### config.mk
export PLATFORM = sky130hd
export DESIGN_NAME = gbd_ctrl
export DESIGN_NICKNAME = d
export VERILOG_FILES = /design/src/gbd_pkg.sv /design/src/gbd_ctrl.sv
export SDC_FILE = /design/constraint.sdc
export NUM_CORES = 1
export LEC_CHECK = 0
export ABC_AREA = 1
export BUFFER_PORTS_ARGS = -buffer_cell sky130_fd_sc_hd__buf_2
export CORE_MARGIN = 2
export CORE_UTILIZATION = 40
export DETAILED_ROUTE_END_ITERATION = 6
export HOLD_SLACK_MARGIN = 0.15
export PLACE_DENSITY = 0.71
export SETUP_SLACK_MARGIN = 0.15
export SLEW_MARGIN = 20
export SYNTH_ARGS = -nofsm -noshare
export SYNTH_HDL_FRONTEND = slang
export SYNTH_SLANG_ARGS = --single-unit
### constraint.sdc
create_clock -name i_clk -period 1.65 [get_ports i_clk]
set_input_delay 0.33 -clock i_clk [delete_from_list [all_inputs] [get_ports i_clk]]
set_output_delay 0.33 -clock i_clk [all_outputs]
set_load 0.01 [all_outputs]
### src/gbd_pkg.sv
package gbd_pkg;

    typedef enum logic [1:0] {
        FUNC_CLEAR = 2'd0,
        FUNC_ADD   = 2'd1,
        FUNC_BFS   = 2'd2,
        FUNC_DFS   = 2'd3
    } t_func;

    typedef enum logic [1:0] {
        ST_OK    = 2'd0,
        ST_RANGE = 2'd1,
        ST_FULL  = 2'd2
    } t_status;

    localparam int unsigned LINK_W   = 10;
    localparam logic [LINK_W-1:0] NIL_LINK = 10'd1023;
    localparam int unsigned VERT_W   = 6;

    typedef enum logic [4:0] {
        S_IDLE,
        S_CLR,
        S_ADD_A,
        S_ADD_B,
        S_RESULT,
        S_VCLR,
        S_B_POP,
        S_B_HEAD,
        S_B_WALK,
        S_B_RD,
        S_B_CHK,
        S_D_TOP,
        S_D_CHK,
        S_D_RD,
        S_D_EVAL,
        S_D_PUSH,
        S_DONE
    } t_state;

    // Commands from controller to datapath.
    typedef struct packed {
        logic clr_heads;
        logic prepend_a;
        logic prepend_b;
        logic vclr;
        logic b_init;
        logic b_pop;
        logic b_head;
        logic b_rd;
        logic b_chk;
        logic d_init;
        logic d_top;
        logic d_rd;
        logic d_eval;
        logic d_push;
        logic d_pop;
    } t_cmd;

    // Status back to controller.
    typedef struct packed {
        logic vclr_done;
        logic fifo_empty;
        logic link_nil;
        logic stack_empty;
        logic nb_new;
    } t_stat;

endpackage

### src/gbd_ctrl.sv
module gbd_ctrl (
    input  logic          i_clk,
    input  logic          i_rst_n,
    input  logic          start,
    input  logic [1:0]    i_func,
    input  logic          i_bad_a,
    input  logic          i_bad_b,
    input  logic          i_full,
    input  gbd_pkg::t_stat i_stat,
    output gbd_pkg::t_cmd  o_cmd,
    output logic          busy,
    output logic          o_emit_cur,
    output logic          o_emit_nb,
    output logic          o_emit_fixed,
    output logic [1:0]    o_fixed_status,
    output logic          o_lastflag
);
    import gbd_pkg::*;

    t_state r_state, n_state;
    t_func  r_func, n_func;
    logic [1:0] r_st, n_st;

    always_ff @(posedge i_clk) begin
        if (!i_rst_n) begin
            r_state <= S_IDLE;
            r_func  <= FUNC_CLEAR;
            r_st    <= ST_OK;
        end else begin
            r_state <= n_state;
            r_func  <= n_func;
            r_st    <= n_st;
        end
    end

    always_comb begin
        n_state = r_state;
        n_func  = r_func;
        n_st    = r_st;
        o_cmd   = '0;
        busy    = (r_state != S_IDLE);
        o_emit_cur = 1'b0;
        o_emit_nb  = 1'b0;
        o_emit_fixed = 1'b0;
        o_fixed_status = r_st;
        o_lastflag = 1'b0;
        case (r_state)
            S_IDLE: begin
                if (start) begin
                    n_func = t_func'(i_func);
                    n_st = ST_OK;
                    case (t_func'(i_func))
                        FUNC_CLEAR: n_state = S_CLR;
                        FUNC_ADD: begin
                            if (i_bad_a || i_bad_b) begin
                                n_st = ST_RANGE; n_state = S_RESULT;
                            end else if (i_full) begin
                                n_st = ST_FULL; n_state = S_RESULT;
                            end else begin
                                n_state = S_ADD_A;
                            end
                        end
                        default: begin
                            if (i_bad_a) begin
                                n_st = ST_RANGE; n_state = S_RESULT;
                            end else begin
                                n_state = S_VCLR;
                            end
                        end
                    endcase
                end
            end
            S_CLR: begin
                o_cmd.clr_heads = 1'b1;
                n_state = S_RESULT;
            end
            S_ADD_A: begin
                o_cmd.prepend_a = 1'b1;
                n_state = S_ADD_B;
            end
            S_ADD_B: begin
                o_cmd.prepend_b = 1'b1;
                n_state = S_RESULT;
            end
            S_RESULT: begin
                o_emit_fixed = 1'b1;
                o_lastflag = 1'b1;
                n_state = S_IDLE;
            end
            S_VCLR: begin
                o_cmd.vclr = 1'b1;
                if (i_stat.vclr_done) begin
                    if (r_func == FUNC_BFS) begin
                        o_cmd.b_init = 1'b1;
                        n_state = S_B_POP;
                    end else begin
                        o_cmd.d_init = 1'b1;
                        o_emit_cur = 1'b1;
                        n_state = S_D_TOP;
                    end
                end
            end
            S_B_POP: begin
                if (i_stat.fifo_empty) begin
                    n_state = S_DONE;
                end else begin
                    o_cmd.b_pop = 1'b1;
                    o_emit_cur = 1'b1;
                    n_state = S_B_HEAD;
                end
            end
            S_B_HEAD: begin
                o_cmd.b_head = 1'b1;
                n_state = S_B_WALK;
            end
            S_B_WALK: begin
                if (i_stat.link_nil) begin
                    n_state = S_B_POP;
                end else begin
                    o_cmd.b_rd = 1'b1;
                    n_state = S_B_RD;
                end
            end
            S_B_RD: n_state = S_B_CHK;
            S_B_CHK: begin
                o_cmd.b_chk = 1'b1;
                n_state = S_B_WALK;
            end
            S_D_TOP: begin
                if (i_stat.stack_empty) begin
                    n_state = S_DONE;
                end else begin
                    o_cmd.d_top = 1'b1;
                    n_state = S_D_CHK;
                end
            end
            S_D_CHK: begin
                if (i_stat.link_nil) begin
                    o_cmd.d_pop = 1'b1;
                    n_state = S_D_TOP;
                end else begin
                    o_cmd.d_rd = 1'b1;
                    n_state = S_D_RD;
                end
            end
            S_D_RD: n_state = S_D_EVAL;
            S_D_EVAL: begin
                o_cmd.d_eval = 1'b1;
                if (i_stat.nb_new) begin
                    o_emit_nb = 1'b1;
                    n_state = S_D_PUSH;
                end else begin
                    n_state = S_D_TOP;
                end
            end
            S_D_PUSH: begin
                o_cmd.d_push = 1'b1;
                n_state = S_D_TOP;
            end
            S_DONE: begin
                o_lastflag = 1'b1;
                n_state = S_IDLE;
            end
            default: n_state = S_IDLE;
        endcase
    end
endmodule

* Yosys cells after proc, flatten, opt, wreduce, memory -nomap -nowiden
Index checks and enable logic that the tools add are counted.
** Storage, ports and cells
- Bits of input ports :: 13
- Register bits :: 9
- Output and inout bits :: 22
- Word-level logic and storage cells :: 76
** Operators by class
- Reduce and logical (&&, ||, !) cells :: 9
- Multiplexer cells :: 44
- Equal/unequal tests :: 20
** Operators with widths (number)
- $pmux W5 S13 :: 1
- $eq A5 B4 Y1 const B :: 8
- $mux W1 :: 27
- $eq A5 B3 Y1 const B :: 4
- $mux W5 :: 4
- $mux W3 :: 4
- $eq A5 B2 Y1 const B :: 2
- $mux W4 :: 2
- $mux W2 :: 3
- $pmux W3 S2 :: 1
- $reduce_or A2 Y1 :: 3
- $eq A5 B1 Y1 const B :: 1
- $eq A5 B5 Y1 const B :: 1
- $logic_not A5 Y1 :: 1
- $reduce_bool A5 Y1 :: 1
- $ne A2 B2 Y1 const B :: 2
- $pmux W2 S2 :: 1
- $reduce_and A2 Y1 :: 2
- $eq A2 B1 Y1 const B :: 1
- $eq A2 B2 Y1 const B :: 1
- $logic_not A2 Y1 :: 1
- $pmux W1 S2 :: 1
- $logic_or A1 B1 Y1 :: 1

* Depth between registers and ports, before layout
Gate-level depths: netlist (run 1).
- Depth after elaboration :: 5
- Mapped depth :: 9
- Gate-level depth less buffers :: 9

* Worst setup path before layout (run 1)
OpenSTA, ideal clock, no wires.
- Kind :: reg-to-output
- Start point :: register r_state[2]
- End point :: output o_emit_cur
- Path buffers :: 0
- Data required time :: 1320 ps
- Arrival time :: 1073 ps
- Setup slack :: 247 ps
- Stages on the path, launching flop included :: 5
- Cell sequence :: dfxtp_1 > nand2_1 > nor2_1 > nand3b_1 > o21ai_0
** On the way
- Word-level cells in the longest chain between the ends :: 2
** Ends and longest elaborated chain
- start, declared :: line gbd_ctrl.sv:20 : t_state r_state, n_state;
- start signal, assigned :: line gbd_ctrl.sv:30 : r_state <= n_state;
- $eq A5 B3 Y1 :: line gbd_ctrl.sv:47 : case (r_state)
- $pmux W1 S2 (*) :: line gbd_ctrl.sv:47
- end, declared :: line gbd_ctrl.sv:12 : output logic o_emit_cur,
Every way passes the cells marked *; elsewhere a longest branch is shown, timed or not.

==> impl_metrics.env, run 1 <==
export IMPL_clk_latency_ns=0.25
export IMPL_first_pass_iters=4
export IMPL_outcome="complete, no violations"
export IMPL_die_area_um2=2225
export IMPL_hold_path_class="input pin to flip-flop"
export IMPL_cp_required_ns=1.32
export IMPL_dpl_cell_area_um2=947.2
export IMPL_crit_type="flip-flop to output pin"
export IMPL_hpwl_mm=1.770
export IMPL_fp_row_count=15
export IMPL_coreArea_um2=1745
export IMPL_final_area_um2=1310
export IMPL_arrival_ns=1.27
export IMPL_die_height_um=47.18
export IMPL_async_reset_ff_share_pct=0
export IMPL_htreeDepth=1
export IMPL_setup_viol_count_final=0
export IMPL_grt_pass1_wl_mm=3.670
export IMPL_syn_avg_cell_area_um2=5.918
export IMPL_via_per_inst=4.938
export IMPL_hold_slack_ns=0.3395
export IMPL_ys_ff_latch=9
export IMPL_vdd_drop_max_v=0.0008248
export IMPL_fin_skew_ns=0.001527
export IMPL_grt_start_max_net_pins=7
export IMPL_ff2ff_path_depth=12
export IMPL_maxCapViolations=0
export IMPL_diodes=0
export IMPL_leakage_nw=0.7023
export IMPL_synthesis_nets=139
export IMPL_holdPathStages=3
export IMPL_wl_per_cell_um=12.38
export IMPL_end_kind="output pin"
export IMPL_synth_top_flop_cell="dfxtp_1"
export IMPL_clkSinkCount=9
export IMPL_yosys_area_top_type="dfxtp_1"
export IMPL_slew_violations=0
export IMPL_yosysWarnings=0
export IMPL_grt_usage_pct=24.08
export IMPL_ys_types=20
export IMPL_cts_buffers=3
export IMPL_pin_count=35
export IMPL_cts_hold_fix_buffers=0
export IMPL_route_detailed_drc=0
export IMPL_power_density_nw_per_um2=732.4
export IMPL_routed_wl_mm=2.599
export IMPL_vias=1037
export IMPL_gp_congestion=0.9034
export IMPL_seq_area_frac_synth_pct=24.16
export IMPL_grt_ovfl_total=0
export IMPL_clkSlewWorstSetupHoldPaths_ns=0.06
export IMPL_synth_top_area_share_pct=24.16
export IMPL_start_util_pct=42.72
export IMPL_start_kind="flip-flop"
export IMPL_synth_commonest_cells="23 x nor2_1, 19 x inv_1, 17 x nand2_1"
export IMPL_syn2layout_area_growth_pct=75.67
export IMPL_synth_cells=126
export IMPL_tightest_slew_ns=0.2567
export IMPL_timing_fmax_mhz=624.4
export IMPL_max_clock_path_buffers=2
export IMPL_drive_gt1_share_pct=54.59
export IMPL_antenna_left=0
export IMPL_n_fill_cell=147
export IMPL_relSlewSlack_pct=82.84
export IMPL_root_buffer="clkbuf_4"
export IMPL_nets=199
export IMPL_synth_area_leaders="dfxtp_1 24%, nor2_1 12%, inv_1 9.6%, nand2_1 8.6%, nand3_1 6.0%"
export IMPL_antenna_found_initial=0
export IMPL_cts_tree="built"
export IMPL_drtIter0Drc=27
export IMPL_fin_crit_sh_pct=97.06
export IMPL_synth_edf_count=0
export IMPL_syn_cell_area_um2=745.7
export IMPL_die_w_um=47.18
export IMPL_grt_pass1_vias=843
export IMPL_rsz0062_at_grt="true"
export IMPL_io_buffers=34
export IMPL_synth_most_common_cell="nor2_1"
export IMPL_crit_fanout=5
export IMPL_hold_viol_final=0
export IMPL_min_period_ns=1.601
export IMPL_post_route_util_pct=75.05
[final timing paths]
path,start,to,slack [ns]
max,r_state[2],o_cmd[3],0.05
min,i_stat[1],r_state[4],0.34
max reg2reg,r_state[4],r_state[2],0.14
min reg2reg,r_func[1],r_func[1],0.45
[worst max-delay path, cell delays in order, from the launching register on]
cell	delay, ns
dfxtp_4	0.41
inv_1	0.10
nor2_1	0.09
nand4_1	0.19
inv_1	0.09
buf_2	0.13
[power by group]
| part | internal [W] | switching [W] | total (W) |
|---|---|---|---|
| combinational | 0.000204 | 0.000291 | 0.000495 |
| clock | 0.0000928 | 0.0000708 | 0.000164 |
| sequential | 0.000254 | 0.0000470 | 0.000301 |
| total | 0.000551 | 0.000409 | 0.000960 |
[metrics by stage]
stage          setup slack, ns  TNS (ns)  cells  total power [W]
2_1_floorplan           0.2467         0    126        0.0005512
3_3_place_gp            0.1706         0    185        0.0006683
3_5_place_dp            0.1535         0    185        0.0006659
4_1_cts                0.04857         0    204        0.0008977
5_1_grt               -0.01014  -0.01673    210         0.001036
6_report               0.04852         0    210        0.0009595
[cells in the final DEF, fill, tap and decap left out]
| master | count |
|---|---|
| a21oi_1 | 8 |
| o21ai_0 | 5 |
| dfxtp_1 | 4 |
| o211ai_1 | 1 |
| a31o_2 | 1 |
| inv_2 | 9 |
| buf_4 | 18 |
| clkbuf_4 | 3 |
| buf_2 | 30 |
| nand3_2 | 1 |
| o21ai_1 | 4 |
| nor2_4 | 11 |
| clkbuf_1 | 1 |
| buf_6 | 6 |
| nor2_1 | 17 |
| inv_6 | 1 |
| inv_1 | 16 |
| a21oi_2 | 1 |
| dfxtp_4 | 5 |
| nand3_1 | 8 |
| nand3b_1 | 1 |
| inv_4 | 1 |
| nand3_4 | 3 |
| nand2_4 | 4 |
| nand4_1 | 3 |
| buf_12 | 1 |
| nor3_1 | 2 |
| nand2_1 | 14 |
| nand2_2 | 3 |
| nor2_2 | 3 |
[routing by layer]
metal	track usage, %	vias up	wire length [um]
met3	6.154	2	170
met1	29.22	465	1033
li1	-	523	-
met5	0	-	0
met2	42.74	47	1366
met4	5.000	0	28
[sequential cells by signal, summed over array words and instances (netlist names)]
| register | flops |
|---|---|
| r_state | 5 |
| o_fixed_status | 2 |
| r_func | 2 |
[cell families after synthesis]
kind of cell    share of synthesized area (%)
compound gates                          14.77
buf+inv                                 13.59
simple gates                            47.48
flops                                   24.16
[what timing repair did]
action                                  in CTS  in global routing
buffers inserted                            15                  6
pin swaps                                    8                 11
cloned                                       0                  0
gates resized for setup                     31                 17
endpoints found under the setup margin      20                 20
[cell type report]
type                            count  area (um2)  share of cell area (%)
Multi-Input combinational cell     90       571.8                   43.65
Timing Repair Buffer               55       372.9                   28.46
Sequential cell                     9       198.9                   15.19
Inverter                           27       108.9                   8.309
Tap cell                           25       31.28                   2.388
Clock buffer                        4       26.28                   2.006
Note: power is estimated with default switching activity, not from simulation.
==> inputs of run 2 (changes only) <==
Settings changed: PLACE_DENSITY 0.71 to 0.73.
Clock period 1.65 ns to 1.3 ns, I/O delays scaled along.
==> impl_metrics.env, run 2 (synthesized netlist as in run 1, its figures left out) <==
export IMPL_via_per_inst=5.598
export IMPL_timing_fmax_mhz=616.2
export IMPL_largest_reg_flops=5
export IMPL_route_detailed_drc=0
export IMPL_met3_wirelength_um=382
export IMPL_pin_count=35
export IMPL_antenna_found_initial=0
export IMPL_register_area_um2=196.4
export IMPL_grt_pass1_wl_mm=4.471
export IMPL_end_kind="output pin"
export IMPL_die_height_um=47.18
export IMPL_io_buffers=34
export IMPL_max_clock_path_buffers=2
export IMPL_coreArea_um2=1745
export IMPL_grt_start_max_net_pins=7
export IMPL_first_pass_iters=4
export IMPL_start_util_pct=42.72
export IMPL_hold_path_class="input pin to flip-flop"
export IMPL_wl_met2_mm=2.027
export IMPL_gp_congestion=0.9188
export IMPL_tightest_slew_ns=0.3004
export IMPL_met1Wirelength_mm=1.499
export IMPL_internal_power_w=0.0009306
export IMPL_arrival_ns=1.36
export IMPL_hpwl_mm=1.858
export IMPL_cts_buffers=3
export IMPL_vdd_drop_max_v=0.0008383
export IMPL_dr_max_layer_used="met4"
export IMPL_vias=1226
export IMPL_cts_tree="built"
export IMPL_outcome="finished with violations"
export IMPL_drive_gt1_share_pct=65.98
export IMPL_setup_viol_count_final=28
export IMPL_htreeDepth=1
export IMPL_drtIter0Drc=52
export IMPL_clkSinkCount=9
export IMPL_rsz0062_at_grt="true"
export IMPL_routed_wl_mm=4.086
export IMPL_slew_violations=0
export IMPL_cp_required_ns=1.04
export IMPL_min_period_ns=1.623
export IMPL_clkSlewWorstSetupHoldPaths_ns=0.07
export IMPL_relSlewSlack_pct=79.89
export IMPL_power_clock_fraction_pct=12.9
export IMPL_seq_power_share_pct=23.4
export IMPL_grt_usage_pct=28.44
export IMPL_largest_register="r_state"
export IMPL_n_fill_cell=85
export IMPL_wl_per_cell_um=18.66
export IMPL_leakage_nw=0.7989
export IMPL_switching_power_w=0.0007554
export IMPL_grt_pass1_vias=1064
export IMPL_violations="negative setup slack"
export IMPL_place_ws_ns=-0.01559
export IMPL_swShare_pct=44.80
export IMPL_final_cell_mix="25 x buf_2, 20 x buf_6, 19 x buf_4, 17 x inv_1, 13 x nor2_1"
export IMPL_setup_tns_final_ns=-5.861
export IMPL_root_buffer="clkbuf_4"
export IMPL_maxCapViolations=0
export IMPL_crit_fanout=5
export IMPL_final_common_cell="buf_2"
export IMPL_hold_viol_final=0
export IMPL_crit_type="flip-flop to output pin"
export IMPL_fin_ws_ns=-0.3230
export IMPL_multiInputGateArea_um2=691.9
export IMPL_syn2layout_area_growth_pct=109.9
export IMPL_diodes=0
export IMPL_fin_skew_ns=0.003265
export IMPL_combPwrFrac_pct=63.7
export IMPL_power_density_nw_per_um2=1077
export IMPL_antenna_left=0
export IMPL_cts_hold_fix_buffers=0
export IMPL_nets=208
export IMPL_start_kind="flip-flop"
export IMPL_clk_latency_ns=0.25
export IMPL_die_area_um2=2225
export IMPL_grt_ovfl_total=0
export IMPL_die_w_um=47.18
export IMPL_fin_crit_sh_pct=124.8
export IMPL_fp_row_count=15
run 2: worst max-delay path: stages, from the launching register on:
cell and delay [ns]:
dfxtp_4 0.42, nand2_2 0.07, nor2_2 0.12, nand3b_1 0.20
nor2_2 0.14, buf_2 0.15
run 2: per-layer routing:
layer	vias up	track usage (%)
li1	536	-
met5	-	0
met1	584	33.33
met2	86	52.33
met3	20	3.846
met4	0	10.00
run 2: power groups by stage:
stage / combinational, W / sequential, W / clock, W
after floorplan: 0.000353 / 0.000375 / 0
after global placement: 0.000513 / 0.000372 / 0
after detailed placement: 0.000516 / 0.000375 / 0
after CTS: 0.000831 / 0.000375 / 0.000216
after global routing: 0.00113 / 0.000397 / 0.000243
final: 0.00107 / 0.000395 / 0.000217
run 2: repair_timing:
item	CTS	global route
pin swaps	20	14
setup endpoints to repair	28	28
setup buffers	22	4
gates resized for setup	51	34
run 2: final timing paths:
path	startpoint	end	slack (ns)	depth (start not counted)
worst max-delay path	r_state[2]	o_cmd[5]	-0.32	5
worst min-delay path	i_rst_n	r_func[1]	0.28	3
worst min register to register	r_func[1]	r_func[1]	0.48	2
worst max register to register	r_state[4]	r_state[2]	-0.25	11
run 2: area by class of cell:
class                      count  area share [%]
inverter                      27           8.074
tap                           25           1.998
sequential                     9           12.55
clock buffer                   4           1.679
multi-input combinational     90           44.20
timing repair buffer          64           31.49
run 2: per-stage QoR:
| step | power [W] | instance area (um2) | util [%] | hold WS [ns] | instances |
|---|---|---|---|---|---|
| 3_3_place_gp | 0.0008851 | 1010 | 57.85 | 0.4444 | 189 |
| 3_5_place_dp | 0.0008910 | 1010 | 57.85 | 0.4430 | 189 |
| 6_report | 0.001686 | 1565 | 89.68 | 0.2820 | 219 |
| 5_1_grt | 0.001767 | 1565 | 89.68 | 0.2657 | 219 |
| 2_1_floorplan | 0.0007276 | 778.2 | - | 0.3951 | 126 |
| 4_1_cts | 0.001421 | 1376 | 78.85 | 0.2533 | 215 |
==> inputs of run 3 (changes only) <==
Settings changed: CTS_CLUSTER_DIAMETER set to 60, RECOVER_POWER set to 100.
==> impl_metrics.env, run 3 (synthesized netlist as in run 1, its figures left out) <==
export IMPL_pin_count=35
export IMPL_power_density_nw_per_um2=1077
export IMPL_vdd_drop_max_v=0.0008381
export IMPL_hold_viol_final=0
export IMPL_final_cell_mix="23 x buf_2, 20 x buf_6, 19 x buf_4, 17 x inv_1, 13 x nor2_1"
export IMPL_cp_required_ns=1.04
export IMPL_nets=208
export IMPL_grt_start_max_net_pins=7
export IMPL_coreArea_um2=1745
export IMPL_max_clock_path_buffers=2
export IMPL_fin_crit_sh_pct=124.8
export IMPL_syn2layout_area_growth_pct=109.6
export IMPL_arrival_ns=1.36
export IMPL_fp_row_count=15
export IMPL_hpwl_mm=1.858
export IMPL_cp_cell_sequence="nand2_2 -> nor2_2 -> nand3b_1 -> nor2_2 -> buf_2"
export IMPL_post_route_util_pct=89.53
export IMPL_die_height_um=47.18
export IMPL_antenna_found_initial=0
export IMPL_route_detailed_drc=0
export IMPL_maxCapViolations=0
export IMPL_fin_skew_ns=0.003242
export IMPL_cts_buffers=3
export IMPL_cpMostUsedCell="nor2_2"
export IMPL_largest_reg_flops=5
export IMPL_start_kind="flip-flop"
export IMPL_wl_per_cell_um=18.65
export IMPL_gp_congestion=0.9188
export IMPL_io_buffers=34
export IMPL_final_common_cell="buf_2"
export IMPL_grt_ovfl_total=0
export IMPL_via_per_inst=5.598
export IMPL_drtIter0Drc=52
export IMPL_grt_pass1_vias=1064
export IMPL_cp_top_family="simple AND/OR/NAND/NOR gates"
export IMPL_min_period_ns=1.623
export IMPL_diodes=0
export IMPL_first_pass_iters=4
export IMPL_largest_register="r_state"
export IMPL_clk_latency_ns=0.25
export IMPL_cts_tree="built"
export IMPL_drive_gt1_share_pct=64.95
export IMPL_violations="negative setup slack"
export IMPL_leakage_nw=0.7911
export IMPL_critPathMaxStageDelay_ns=0.42
export IMPL_fin_ws_ns=-0.3229
export IMPL_dp_cells=189
export IMPL_fin_cells=219
export IMPL_relSlewSlack_pct=79.89
export IMPL_htreeDepth=1
export IMPL_grt_pass1_wl_mm=4.471
export IMPL_slowest_stage="dfxtp_4"
export IMPL_path_buf_inv=1
export IMPL_start_util_pct=42.72
export IMPL_routed_wl_mm=4.084
export IMPL_timing_fmax_mhz=616.2
export IMPL_tightest_slew_ns=0.3004
export IMPL_end_kind="output pin"
export IMPL_vias=1226
export IMPL_rsz0062_at_grt="true"
export IMPL_slew_violations=0
export IMPL_setup_tns_final_ns=-5.862
export IMPL_clkSlewWorstSetupHoldPaths_ns=0.06
export IMPL_die_w_um=47.18
export IMPL_antenna_left=0
export IMPL_grt_usage_pct=28.44
export IMPL_die_area_um2=2225
export IMPL_setup_viol_count_final=28
export IMPL_crit_type="flip-flop to output pin"
export IMPL_root_buffer="clkbuf_4"
export IMPL_outcome="finished with violations"
export IMPL_hold_path_class="input pin to flip-flop"
export IMPL_crit_fanout=5
export IMPL_clkSinkCount=9
## run 3: worst register-to-register path, stage by stage, from the launching register on
cell and delay (ns):
dfxtp_2 0.35, inv_4 0.06, buf_4 0.15, nand3_4 0.10, buf_4 0.14, inv_1 0.06, nand2_1 0.10, nand3_2 0.10
nor2_2 0.15, nand2_1 0.08, nand2_1 0.09, a21oi_2 0.05
## run 3: cell type report
type / instances / area [um2]
Timing Repair Buffer: 64 / 490.5
Sequential cell: 9 / 196.4
Tap cell: 25 / 31.28
Inverter: 27 / 126.4
Fill cell: 87 / 182.7
Clock buffer: 4 / 26.28
Multi-Input combinational cell: 90 / 691.9
## run 3: worst paths after layout
kind         startpoint          to  slack, ns  cells past startpoint
min reg2reg   r_func[1]   r_func[1]       0.48                      2
max reg2reg  r_state[4]  r_state[2]      -0.25                     11
min             i_rst_n   r_func[1]       0.28                      3
max          r_state[2]    o_cmd[5]      -0.32                      5
## run 3: stage by stage
stage	cell area (um2)	power, W	hold slack (ns)	setup WS, ns
after global routing	1563	0.001765	0.2657	-0.3748
after CTS	1376	0.001421	0.2533	-0.2284
after detailed placement	1010	0.0008910	0.4430	-0.01559
after floorplan	778.2	0.0007276	0.3951	0.1087
after global placement	1010	0.0008851	0.4444	-0.005128
final	1563	0.001683	0.2821	-0.3229
## run 3: timing repair
item	CTS	global route
hold buffers	0	0
setup buffers	22	4
endpoints found under the setup margin	28	28
resized for setup	51	34
pin swaps	20	14
## run 3: power by group
part / switching [W] / internal [W]
sequential: 0.0000711 / 0.000324
combinational: 0.000586 / 0.000485
clock: 0.0000984 / 0.000118
total: 0.000755 / 0.000928
## run 3: routing by layer
layer / vias up / track usage, % / part of all wire, % / wire length (um)
met5: - / 0 / 0 / 0
met2: 86 / 52.33 / 50 / 2026
li1: 536 / - / - / -
met4: 0 / 10.00 / 4.3 / 177
met1: 584 / 33.33 / 37 / 1499
met3: 20 / 3.846 / 9.3 / 381
